File: src/rtl/core/bed_pkg.sv
// ----------------------------------------------------------------------------
// Backslash escape decoder package
// Shared types, character codes and the hex digit helper.
// ----------------------------------------------------------------------------
package bed_pkg;

	localparam logic [7:0] CH_BSLASH = 8'h5C;
	localparam logic [7:0] CH_ESC    = 8'h1B;
	localparam logic [7:0] CH_LF     = 8'h0A;
	localparam logic [7:0] CH_CR     = 8'h0D;
	localparam logic [7:0] CH_TAB    = 8'h09;
	localparam logic [7:0] CH_NUL    = 8'h00;
	localparam logic [7:0] LETTER_N  = 8'h6E;
	localparam logic [7:0] LETTER_R  = 8'h72;
	localparam logic [7:0] LETTER_T  = 8'h74;
	localparam logic [7:0] LETTER_E  = 8'h65;
	localparam logic [7:0] LETTER_X  = 8'h78;

	// Depth of the command queue between the front and the back.
	localparam int QDepth = 4;
	localparam int QPtrW  = $clog2(QDepth);

	typedef struct packed {
		logic [7:0] in_byte;
		logic       in_last;
	} in_item_t;

	typedef struct packed {
		logic [7:0] out_byte;
		logic       run_last;
		logic       string_end;
	} out_item_t;

	typedef enum logic [1:0] {
		MODE_NORMAL = 2'd0,
		MODE_BSLASH = 2'd1,
		MODE_HEX0   = 2'd2,
		MODE_HEX1   = 2'd3
	} mode_t;

	// One decoded input byte: one or two output bytes.
	typedef struct packed {
		logic       two;
		logic [7:0] byte0;
		logic [7:0] byte1;
		logic       last;
	} cmd_t;

	typedef struct packed {
		logic       is_hex;
		logic [3:0] val;
	} hex_t;

	function automatic hex_t hex_value(input logic [7:0] b);
		hex_t h;
		h.is_hex = 1'b0;
		h.val    = 4'd0;
		if (b >= 8'h30 && b <= 8'h39) begin
			h.is_hex = 1'b1;
			h.val    = 4'(b - 8'h30);
		end else if (b >= 8'h61 && b <= 8'h66) begin
			h.is_hex = 1'b1;
			h.val    = 4'(b - 8'h57);
		end else if (b >= 8'h41 && b <= 8'h46) begin
			h.is_hex = 1'b1;
			h.val    = 4'(b - 8'h37);
		end
		return h;
	endfunction

endpackage

File: src/rtl/core/bed_front.sv
// ----------------------------------------------------------------------------
// Escape decoder front end
// Accepts source bytes, tracks the escape state and issues byte commands.
// ----------------------------------------------------------------------------
module bed_front import bed_pkg::*; (
	input  logic     clk,
	input  logic     arst_n,
	input  logic     in_valid,
	output logic     in_ready,
	input  in_item_t in_data,
	input  logic     q_full,
	output logic     push,
	output cmd_t     cmd
);

	mode_t      mode_q, mode_d;
	logic [3:0] partial_q, partial_d;
	logic       take;
	logic       emit;
	hex_t       h;

	assign in_ready = !q_full;
	assign take     = in_valid && in_ready;
	assign push     = take && emit;

	always_ff @(posedge clk or negedge arst_n) begin
		if (!arst_n) begin
			mode_q    <= MODE_NORMAL;
			partial_q <= 4'd0;
		end else if (take) begin
			mode_q    <= mode_d;
			partial_q <= partial_d;
		end
	end

	always_comb begin
		h         = hex_value(in_data.in_byte);
		mode_d    = MODE_NORMAL;
		partial_d = partial_q;
		emit      = 1'b1;
		cmd.two   = 1'b0;
		cmd.byte0 = in_data.in_byte;
		cmd.byte1 = in_data.in_byte;
		cmd.last  = in_data.in_last;
		unique case (mode_q)
			MODE_BSLASH: begin
				unique case (in_data.in_byte)
					LETTER_N:  cmd.byte0 = CH_LF;
					LETTER_R:  cmd.byte0 = CH_CR;
					LETTER_T:  cmd.byte0 = CH_TAB;
					CH_BSLASH: cmd.byte0 = CH_BSLASH;
					LETTER_E:  cmd.byte0 = CH_ESC;
					LETTER_X: begin
						cmd.byte0 = CH_NUL;
						if (!in_data.in_last) begin
							emit      = 1'b0;
							mode_d    = MODE_HEX0;
							partial_d = 4'd0;
						end
					end
					default: begin
						cmd.two   = 1'b1;
						cmd.byte0 = CH_BSLASH;
					end
				endcase
			end
			MODE_HEX0, MODE_HEX1: begin
				if (h.is_hex) begin
					if (mode_q == MODE_HEX1) begin
						cmd.byte0 = {partial_q, h.val};
					end else begin
						cmd.byte0 = {4'd0, h.val};
						if (!in_data.in_last) begin
							emit      = 1'b0;
							mode_d    = MODE_HEX1;
							partial_d = h.val;
						end
					end
				end else begin
					// Pending value out, then the byte, unless it opens a new escape.
					cmd.byte0 = (mode_q == MODE_HEX1) ? {4'd0, partial_q} : CH_NUL;
					if (in_data.in_byte == CH_BSLASH && !in_data.in_last) begin
						mode_d = MODE_BSLASH;
					end else begin
						cmd.two = 1'b1;
					end
				end
			end
			default: begin
				if (in_data.in_byte == CH_BSLASH && !in_data.in_last) begin
					emit   = 1'b0;
					mode_d = MODE_BSLASH;
				end
			end
		endcase
	end

endmodule

File: src/rtl/core/bed_queue.sv
// ----------------------------------------------------------------------------
// Escape decoder command queue
// Small register FIFO between the front end and the output stage.
// ----------------------------------------------------------------------------
module bed_queue import bed_pkg::*; (
	input  logic clk,
	input  logic arst_n,
	input  logic push,
	input  cmd_t push_cmd,
	input  logic pop,
	output cmd_t head,
	output logic empty,
	output logic full
);

	cmd_t             entry_q [QDepth];
	logic [QPtrW-1:0] wr_ptr_q;
	logic [QPtrW-1:0] rd_ptr_q;
	logic [QPtrW:0]   count_q;

	assign empty = (count_q == '0);
	assign full  = (count_q == (QPtrW+1)'(QDepth));
	assign head  = entry_q[rd_ptr_q];

	always_ff @(posedge clk) begin
		if (push) begin
			entry_q[wr_ptr_q] <= push_cmd;
		end
	end

	always_ff @(posedge clk or negedge arst_n) begin
		if (!arst_n) begin
			wr_ptr_q <= '0;
			rd_ptr_q <= '0;
			count_q  <= '0;
		end else begin
			if (push) begin
				wr_ptr_q <= (wr_ptr_q == QPtrW'(QDepth - 1)) ? '0 : wr_ptr_q + 1'b1;
			end
			if (pop) begin
				rd_ptr_q <= (rd_ptr_q == QPtrW'(QDepth - 1)) ? '0 : rd_ptr_q + 1'b1;
			end
			if (push && !pop) begin
				count_q <= count_q + 1'b1;
			end else if (pop && !push) begin
				count_q <= count_q - 1'b1;
			end
		end
	end

endmodule

File: src/rtl/core/bed_back.sv
// ----------------------------------------------------------------------------
// Escape decoder output stage
// Turns queued commands into output bytes, one per cycle while out_ready allows, into a register.
// ----------------------------------------------------------------------------
module bed_back import bed_pkg::*; (
	input  logic      clk,
	input  logic      arst_n,
	input  cmd_t      head,
	input  logic      empty,
	output logic      pop,
	output logic      out_valid,
	input  logic      out_ready,
	output out_item_t out_data
);

	logic      valid_q;
	logic      second_q;
	out_item_t data_q;
	out_item_t next;
	logic      load;
	logic      first_of_two;

	assign out_valid    = valid_q;
	assign out_data     = data_q;
	assign load         = !valid_q || out_ready;
	assign first_of_two = head.two && !second_q;
	assign pop          = load && !empty && !first_of_two;

	always_comb begin
		next.out_byte   = second_q ? head.byte1 : head.byte0;
		next.run_last   = !first_of_two;
		next.string_end = !first_of_two && head.last;
	end

	always_ff @(posedge clk or negedge arst_n) begin
		if (!arst_n) begin
			valid_q  <= 1'b0;
			second_q <= 1'b0;
		end else if (load) begin
			valid_q <= !empty;
			if (!empty) begin
				second_q <= first_of_two;
			end
		end
	end

	always_ff @(posedge clk) begin
		if (load && !empty) begin
			data_q <= next;
		end
	end

endmodule

File: src/rtl/core/backslash_escape_decoder.sv
// ----------------------------------------------------------------------------
// Backslash escape decoder
// Decodes a byte stream with backslash and hex escapes into output bytes.
// ----------------------------------------------------------------------------
//
//   Channel | Signals                     | Transaction
//   --------+-----------------------------+-----------------------------------
//   in      | in_valid, in_ready, in_data | one source byte with its end flag
//   out     | out_valid, out_ready, out_data | one decoded byte with flags
//
// The block takes one source byte per cycle while the queue is not full and
// gives one decoded byte per cycle while out_ready allows. A source byte that
// expands to two output bytes holds the output stage for an extra byte; the
// four-entry command queue absorbs this, so the input only stalls when the
// queue fills. An accepted byte's command is written into the queue and then
// loaded into the output register. Reset clears the escape state, the queue
// and the output valid flag. in_ready depends only on queue fill, not out_ready.
//
module backslash_escape_decoder import bed_pkg::*; (
	input  logic      clk,
	input  logic      arst_n,
	input  logic      in_valid,
	output logic      in_ready,
	input  in_item_t  in_data,
	output logic      out_valid,
	input  logic      out_ready,
	output out_item_t out_data
);

	logic push;
	logic pop;
	logic q_full;
	logic q_empty;
	cmd_t cmd;
	cmd_t head;

	// The front end classifies each source transaction and keeps the escape
	// state; bytes that only open or extend an escape produce no command.
	bed_front u_front (
		.clk      (clk),
		.arst_n   (arst_n),
		.in_valid (in_valid),
		.in_ready (in_ready),
		.in_data  (in_data),
		.q_full   (q_full),
		.push     (push),
		.cmd      (cmd)
	);

	// Commands wait here so that either side can stall on its own.
	bed_queue u_queue (
		.clk      (clk),
		.arst_n   (arst_n),
		.push     (push),
		.push_cmd (cmd),
		.pop      (pop),
		.head     (head),
		.empty    (q_empty),
		.full     (q_full)
	);

	// The back end issues one output byte per cycle from the queue head while out_ready allows.
	bed_back u_back (
		.clk       (clk),
		.arst_n    (arst_n),
		.head      (head),
		.empty     (q_empty),
		.pop       (pop),
		.out_valid (out_valid),
		.out_ready (out_ready),
		.out_data  (out_data)
	);

endmodule
File: config.mk
export PLATFORM = sky130hd
export DESIGN_NAME = backslash_escape_decoder
export DESIGN_NICKNAME = d
export VERILOG_FILES = /design/src/rtl/core/bed_pkg.sv /design/src/rtl/core/bed_front.sv /design/src/rtl/core/bed_queue.sv /design/src/rtl/core/bed_back.sv /design/src/rtl/core/backslash_escape_decoder.sv
export SDC_FILE = /design/constraint.sdc
export NUM_CORES = 1
export LEC_CHECK = 0
export ABC_AREA = 1
export BUFFER_PORTS_ARGS = -buffer_cell sky130_fd_sc_hd__buf_2
export CELL_PAD_IN_SITES_DETAIL_PLACEMENT = 0
export CELL_PAD_IN_SITES_GLOBAL_PLACEMENT = 1
export CORE_UTILIZATION = 30
export DETAILED_ROUTE_END_ITERATION = 6
export GPL_TIMING_DRIVEN = 0
export PLACE_DENSITY = 0.57
export SLEW_MARGIN = 5
export SYNTH_ARGS = -nofsm -noshare
export SYNTH_HDL_FRONTEND = slang
export SYNTH_SLANG_ARGS = --single-unit
File: constraint.sdc
create_clock -name clk -period 4.73 [get_ports clk]
set_clock_uncertainty 0.05 [all_clocks]
set_input_delay 0.473 -clock clk [delete_from_list [all_inputs] [get_ports clk]]
set_output_delay 0.473 -clock clk [all_outputs]
set_load 0.03 [all_outputs]
# Yosys cells after proc, flatten, opt, wreduce, memory -nomap -nowiden
# Memory sizes are Yosys's and may differ from the RTL's.
# Index checks and enable logic that the tools add are counted.
totals:
  regBits: 25
  mem_bits_rw: 72
  in_bits: 13
  out_inout_bits: 12
  word_cells: 106
  memories: 1
op_classes:
  n_addsub: 7
  order_cmp: 6
  eq_ne: 17
  mux: 36
  bitwise_logic: 1
  n_reduce_logical: 28
memory_table:
  columns: ["name", "depth", "width", "read_ports", "rd_ports_with_merged_regs", "write_ports", "line_no", "rtl"]
  rows:
  - ["u_queue.entry_q", 4, 18, 1, 0, 1, "bed_queue.sv:16", "cmd_t entry_q [QDepth];"]
op_table:
  columns: ["cell", "n"]
  rows:
  - ["== test 8 x 7 -> 1 bit (second input constant)", 6]
  - ["one-hot mux 7 bit (5 select lines)", 1]
  - ["two-way mux 4 bit", 6]
  - ["two-way mux 8 bit", 3]
  - ["one-hot mux 9 bit (2 select lines)", 1]
  - ["greater-or-equal comparator 8 x 7 -> 1 bit (second input constant)", 2]
  - ["<= comparator 8 x 7 -> 1 bit (second input constant)", 2]
  - ["two-way mux 5 bit", 3]
  - ["two-way mux 2 bit", 7]
  - ["logical AND 1 bit", 12]
  - ["two-way mux 1 bit", 10]
  - ["== test 2 bit (second input constant)", 4]
  - ["greater-or-equal comparator 8 x 6 -> 1 bit (second input constant)", 1]
  - ["<= comparator 8 x 6 -> 1 bit (second input constant)", 1]
  - ["logical NOT 1 bit", 8]
  - ["inequality test 2 bit (second input constant)", 4]
  - ["one-hot mux 4 bit (2 select lines)", 1]
  - ["subtractor 4 x 3 -> 4 bit (second input constant)", 2]
  - ["AND reduction 7 bit", 1]
  - ["two-way mux 3 bit", 2]
  - ["OR reduction 6 bit", 1]
  - ["adder 2 x 1 -> 2 bit (second input constant)", 2]
  - ["one-hot mux 2 bit (2 select lines)", 1]
  - ["nonzero test 2 bit", 2]
  - ["12 further kinds", 12]

# Longest topological paths before layout
depth:
  word_depth: 12
  mapped_depth: 15

# Modules after synthesis
# From an unflattened synthesis, not the netlist that was laid out.
unflattened:
  hier_cells: 490
  hier_area_um2: 4837.1
modules_own_cells:
  columns: ["mod", "instances", "cells_per_inst", "area_per_inst_um2", "seq_area_each_um2"]
  rows:
  - ["bed_queue", 1, 260, 3326.9, 2337.2]
  - ["bed_front", 1, 177, 1001.0, 150.1]
  - ["bed_back", 1, 53, 509.2, 350.3]

# Worst setup path before layout
# No wires, ideal clock.
synth_timing:
  path_kind: "input to register"
  startpoint: "in in_data[1] (netlist name)"
  endpoint: "mem u_queue.entry_q[0][0] (netlist name), enable pin"
  setup_time_ns: 0.393
  arrival_ns: 2.154
  setup_slack_ns: 2.133
  stages: 9
  n_path_buf: 0
  cell_sequence: "inv_1 ha_1 inv_1 nand3_1 nand3_4 nand2_4 nand3_4 nand4_4 nor2_1"
synth_between:
  elab_chain_cells: 10
  elab_cells_between_ends: 22
  cone_classes: "order compare (6); eq/ne (2); mux (9); reduce/logical (5)"
synth_lines:
  columns: ["item", "line_no", "rtl"]
  rows:
  - ["start: declaration", "backslash_escape_decoder.sv:24", "input in_item_t in_data,"]
  - ["greater-or-equal comparator 8 x 7 -> 1 bit / <= comparator 8 x 7 -> 1 bit (equally long branches)", "bed_pkg.sv:64", "end else if (b >= 8'h41 && b <= 8'h46) begin"]
  - ["logical AND 1 bit", "bed_pkg.sv:64", null]
  - ["two-way mux 5 bit", "bed_pkg.sv:64", null]
  - ["two-way mux 5 bit", "bed_pkg.sv:61", "end else if (b >= 8'h61 && b <= 8'h66) begin"]
  - ["two-way mux 5 bit", "bed_pkg.sv:58", "if (b >= 8'h30 && b <= 8'h39) begin"]
  - ["two-way mux 1 bit", "bed_front.sv:68", "if (h.is_hex) begin"]
  - ["one-hot mux 1 bit (2 select lines) *", "bed_front.sv:45", "unique case (mode_q)"]
  - ["logical AND 1 bit *", "bed_front.sv:24", "assign push = take && emit;"]
  - ["two-way mux 1 bit *", "bed_queue.sv:26", "if (push) begin"]
  - ["two-way mux 1 bit (not written as such) *", "bed_queue.sv:27", "entry_q[wr_ptr_q] <= push_cmd;"]
  - ["end: declaration", "bed_queue.sv:16", null]
# Every way passes the cells marked *; elsewhere a longest branch is shown, timed or not.

# Worst setup path after layout
layout_timing:
  startpoint: "in in_data[1] (netlist name)"
  endpoint: "reg u_queue.count_q[2]"
layout_between:
  elab_chain_cells: 11
  elab_cells_between_ends: 25
  cone_classes: "order compare (6); eq/ne (2); mux (8); reduce/logical (9)"
layout_lines:
  columns: ["item", "line_no", "rtl"]
  rows:
  - ["greater-or-equal comparator 8 x 7 -> 1 bit / <= comparator 8 x 7 -> 1 bit (equally long branches)", "bed_pkg.sv:64", null]
  - ["logical AND 1 bit", "bed_pkg.sv:64", null]
  - ["two-way mux 5 bit", "bed_pkg.sv:64", null]
  - ["two-way mux 5 bit", "bed_pkg.sv:61", null]
  - ["two-way mux 5 bit", "bed_pkg.sv:58", null]
  - ["two-way mux 1 bit", "bed_front.sv:68", null]
  - ["one-hot mux 1 bit (2 select lines) *", "bed_front.sv:45", null]
  - ["logical AND 1 bit *", "bed_front.sv:24", null]
  - ["named net push", "backslash_escape_decoder.sv:30", "logic push;"]
  - ["logical NOT 1 bit", "bed_queue.sv:45", "end else if (pop && !push) begin"]
  - ["logical AND 1 bit", "bed_queue.sv:45", null]
  - ["nonzero test 2 bit (no source line)", null, null]
  - ["end signal: assignment", "bed_queue.sv:44", "count_q <= count_q + 1'b1;"]
  - ["end signal: assignment", "bed_queue.sv:46", "count_q <= count_q - 1'b1;"]
  - ["end: declaration", "bed_queue.sv:19", "logic [QPtrW:0] count_q;"]
# The timed path passes the listed nets; every way through them passes the cells marked *.
# A chain may end at the register's enable or synchronous reset.

==> impl_metrics.py <==
metrics = {
    "floorplanning": {
        "die_area_mm2": 0.0154,
        "fp.dieH_um": 124,
        "row_count": 44,
        "initial_core_util_pct": 30.7,
        "core_area_mm2": 0.0145,
        "die_w_um": 124,
        "io_pins": 25,
    },
    "setup_path": {
        "worst-path-max-fanout": 10,
        "endpoint_kind": "register",
        "crit_type": "in -> reg",
        "rrSetupSlack_ns": 2.09,
        "path_buf_inv": 5,
        "worst_ep_arrival_time_ns": 3.01,
        "crit_family": "adder cells",
        "r2r_start": "u_queue.rd_ptr_q[1]",
        "cpMaxStageDelayCell": "fa_1",
        "cpPeakStageDelay_ns": 0.44,
        "reg2regPathDepth": 12,
        "cp.required_ns": 4.90,
        "r2r-end": "u_queue.count_q[2]",
        "start_kind": "primary input",
        "crit_chain": "buf_2 > inv_1 > ha_1 > inv_1 > nand3_1 > nand3_4 > nand2_4 > nand3_4 > nand4_4 > inv_1 > ha_1 > inv_1 > fa_1 > a21oi_1 > o21ai_0 > xor2_1",
        "cpMostUsedCell": "inv_1",
        "cp-startpoint": "in_data[1]",
    },
    "timing": {
        "tns_ns": 0,
        "slew_violations": 0,
        "rsz0062_at_grt": "no",
        "slew_headroom_pct": 45.9,
        "whs_ns": 0.278,
        "finalCritPeriodShare_pct": 60.2,
        "max_freq_mhz": 351,
        "min_period_ns": 2.85,
        "hold_violations": 0,
        "worst_slew_pin_slew_ns": 0.808,
        "setup_viol": 0,
    },
    "clocking": {
        "clk_pin_slew_worst_paths_ns": 0.07,
        "clk_latency_ns": 0.35,
        "numCtsBuffers": 9,
        "clkSinkCount": 97,
        "root_buffer": "clkbuf_16",
        "cts_buffer_depth": 2,
        "cts_tree": "done",
        "htreeDepth": 3,
    },
    "hold_path": {
        "min_to": "u_back.out_valid",
        "hp-start": "out_ready",
        "hold_depth": 2,
        "hold_path.class": "in -> reg",
    },
    "yosys": {
        "syn_inst": 419,
        "synth_area_leaders": "edfxtp_1 55%, dfrtp_1 8.4%, nor2_1 7.2%",
        "synth.distinct_cells": 32,
        "ys_async_sr_fraction_pct": 15.5,
        "synth_seq_cells": 97,
        "yosys.area.top_type": "edfxtp_1",
        "postSynthAreaPerCell_um2": 10.7,
        "netlist.area_leader.share_pct": 55.1,
        "synth_edf_count": 82,
        "synth_nets": 443,
        "synth_warnings": 0,
        "ys_seq_area_share_pct": 63.5,
        "synthFlopType": "edfxtp_1",
        "netlist_area_mm2": 0.00447,
    },
    "pwr": {
        "combPwrFrac_pct": 35.1,
        "seqPwrFrac_pct": 42.1,
        "power_switching_share_pct": 37.3,
        "p_per_area_mw_per_mm2": 567,
        "power.share.clock_pct": 22.8,
        "switching_power_mw": 1.09,
        "ir_worst_vdd_mv": 0.208,
        "p_leak_nw": 1.98,
        "internal_power_mw": 1.84,
    },
    "detailed_routing": {
        "drtPass1Iterations": 4,
        "vias_per_cell": 4.78,
        "vias": 3095,
        "drc": 0,
        "drtIter0Drc": 192,
        "ant_nets": 0,
        "route.final.wire_length_mm": 10.8,
        "wire_per_inst_um": 16.7,
    },
    "place": {
        "dp_hpwl_mm": 7.85,
        "routabilityCongestion": 0.814,
        "port_buffers": 24,
    },
    "finish": {
        "final_cell_mix": "82 x nor2_1, 82 x edfxtp_1, 45 x o21ai_0",
        "nets": 483,
        "syn2layout_area_growth_pct": 15.8,
        "num_antenna_cells": 0,
        "drive_gt1_share_pct": 16.8,
    },
    "global_route": {
        "grt_pass1_vias": 3094,
        "grt_pass1_wl_mm": 17.5,
        "grt_max_degree": 17,
        "antenna_found_initial": 0,
        "overflow": 0,
        "grtUsageTotal_pct": 15.8,
    },
    "status": {
        "outcome": "finished, final reports clean",
    },
    "flow_run": {
        "cap_violations": 0,
    },
}
[cells in the mapped netlist, types with 2 or more instances]
library cell  number
nand4_1            8
clkinv_1           3
buf_2              7
edfxtp_1          82
clkbuf_1           4
inv_1             35
inv_2              6
nand2_4            3
o21ai_1            3
a31oi_1            9
nand2_2            4
nand3b_1           2
nand3_4            2
o21ai_0           45
nor3_2             2
nand3_1           22
nand3_2            2
o22ai_1           12
nor2_1            86
ha_1              10
a21oi_1            5
dfrtp_1           15
nand2_1           43
[flip-flops by register name, indices dropped and copies added, names as in the netlist]
signal / cells
u_front.partial_q: 4
u_back.out_valid: 1
u_queue.entry_q: 72
u_queue.wr_ptr_q: 2
u_back.out_data: 10
u_front.mode_q: 2
u_queue.count_q: 3
u_back.second_q: 1
u_queue.rd_ptr_q: 2
[worst max-delay path by stage]
stage / endpoint / slack [ns] / cells past startpoint
detailed placement: u_queue.count_q[2] / 1.56 / 16
floorplan: u_queue.entry_q[0][0] / 2.13 / 9
finish: u_queue.count_q[2] / 1.88 / 16
global placement: u_queue.entry_q[2][8] / 0.92 / 10
global route: u_queue.count_q[2] / 1.62 / 16
CTS: u_queue.count_q[1] / 1.65 / 8
[timing repair]
action                                 4_1_cts  5_1_grt
resized for setup                            0        0
setup buffers                                0        0
endpoints found under the hold margin        4        0
hold buffers                                 1        0
[stage by stage]
step	total power, mW	instances	setup WS, ns	util [%]	area, µm²
floorplan	1.93	419	2.13	-	4470
global placement	2.26	627	0.917	33.2	4820
detailed placement	2.30	631	1.56	33.6	4890
CTS	2.97	648	1.65	35.6	5170
global route	3.15	648	1.62	35.6	5170
finish	2.93	648	1.88	35.6	5170
[layer usage]
layer | track usage (%) | share of wire (%)
met5 | 0 | 0
met4 | 5.06 | 1.5
met3 | 3.43 | 2.4
met2 | 25.4 | 47
met1 | 21.0 | 49
[worst register-to-register path: stages, from the launching register on]
cell     delay [ns]
dfrtp_1        0.39
buf_2          0.20
inv_2          0.19
o21ai_0        0.12
o22ai_1        0.20
nand2_1        0.12
nand2_1        0.14
ha_1           0.17
inv_1          0.07
fa_1           0.44
a21oi_1        0.15
o21ai_0        0.13
xor2_1         0.15
[layout make-up]
class	instances	area (µm²)
Fill cell	1512	9360
Sequential cell	97	2840
Multi-Input combinational cell	266	1420
Tap cell	184	230
Clock buffer	10	229
Timing Repair Buffer	29	190
Inverter	44	165
Buffer	12	57.6
Clock inverter	6	41.3
[cells by family (layout without fill, tap and decap cells)]
| logic type | count (synthesis) | in the layout | share of synthesized area [%] |
|---|---|---|---|
| simple gates | 177 | 177 | 18.6 |
| flops | 97 | 97 | 63.5 |
| compound gates | 76 | 76 | 9.27 |
| buf+inv | 56 | 101 | 4.98 |
| fa+ha+maj | 11 | 11 | 3.25 |
| xor+xnor | 2 | 2 | 0.392 |
[power groups by stage]
stage | Sequential, mW | Clock (mW) | Combinational [mW]
floorplan | 1.35 | 0 | 0.583
global placement | 1.26 | 0 | 1.00
detailed placement | 1.26 | 0 | 1.04
CTS | 1.24 | 0.688 | 1.05
global route | 1.26 | 0.718 | 1.17
finish | 1.24 | 0.668 | 1.03
(Power assumes the default switching activity.)
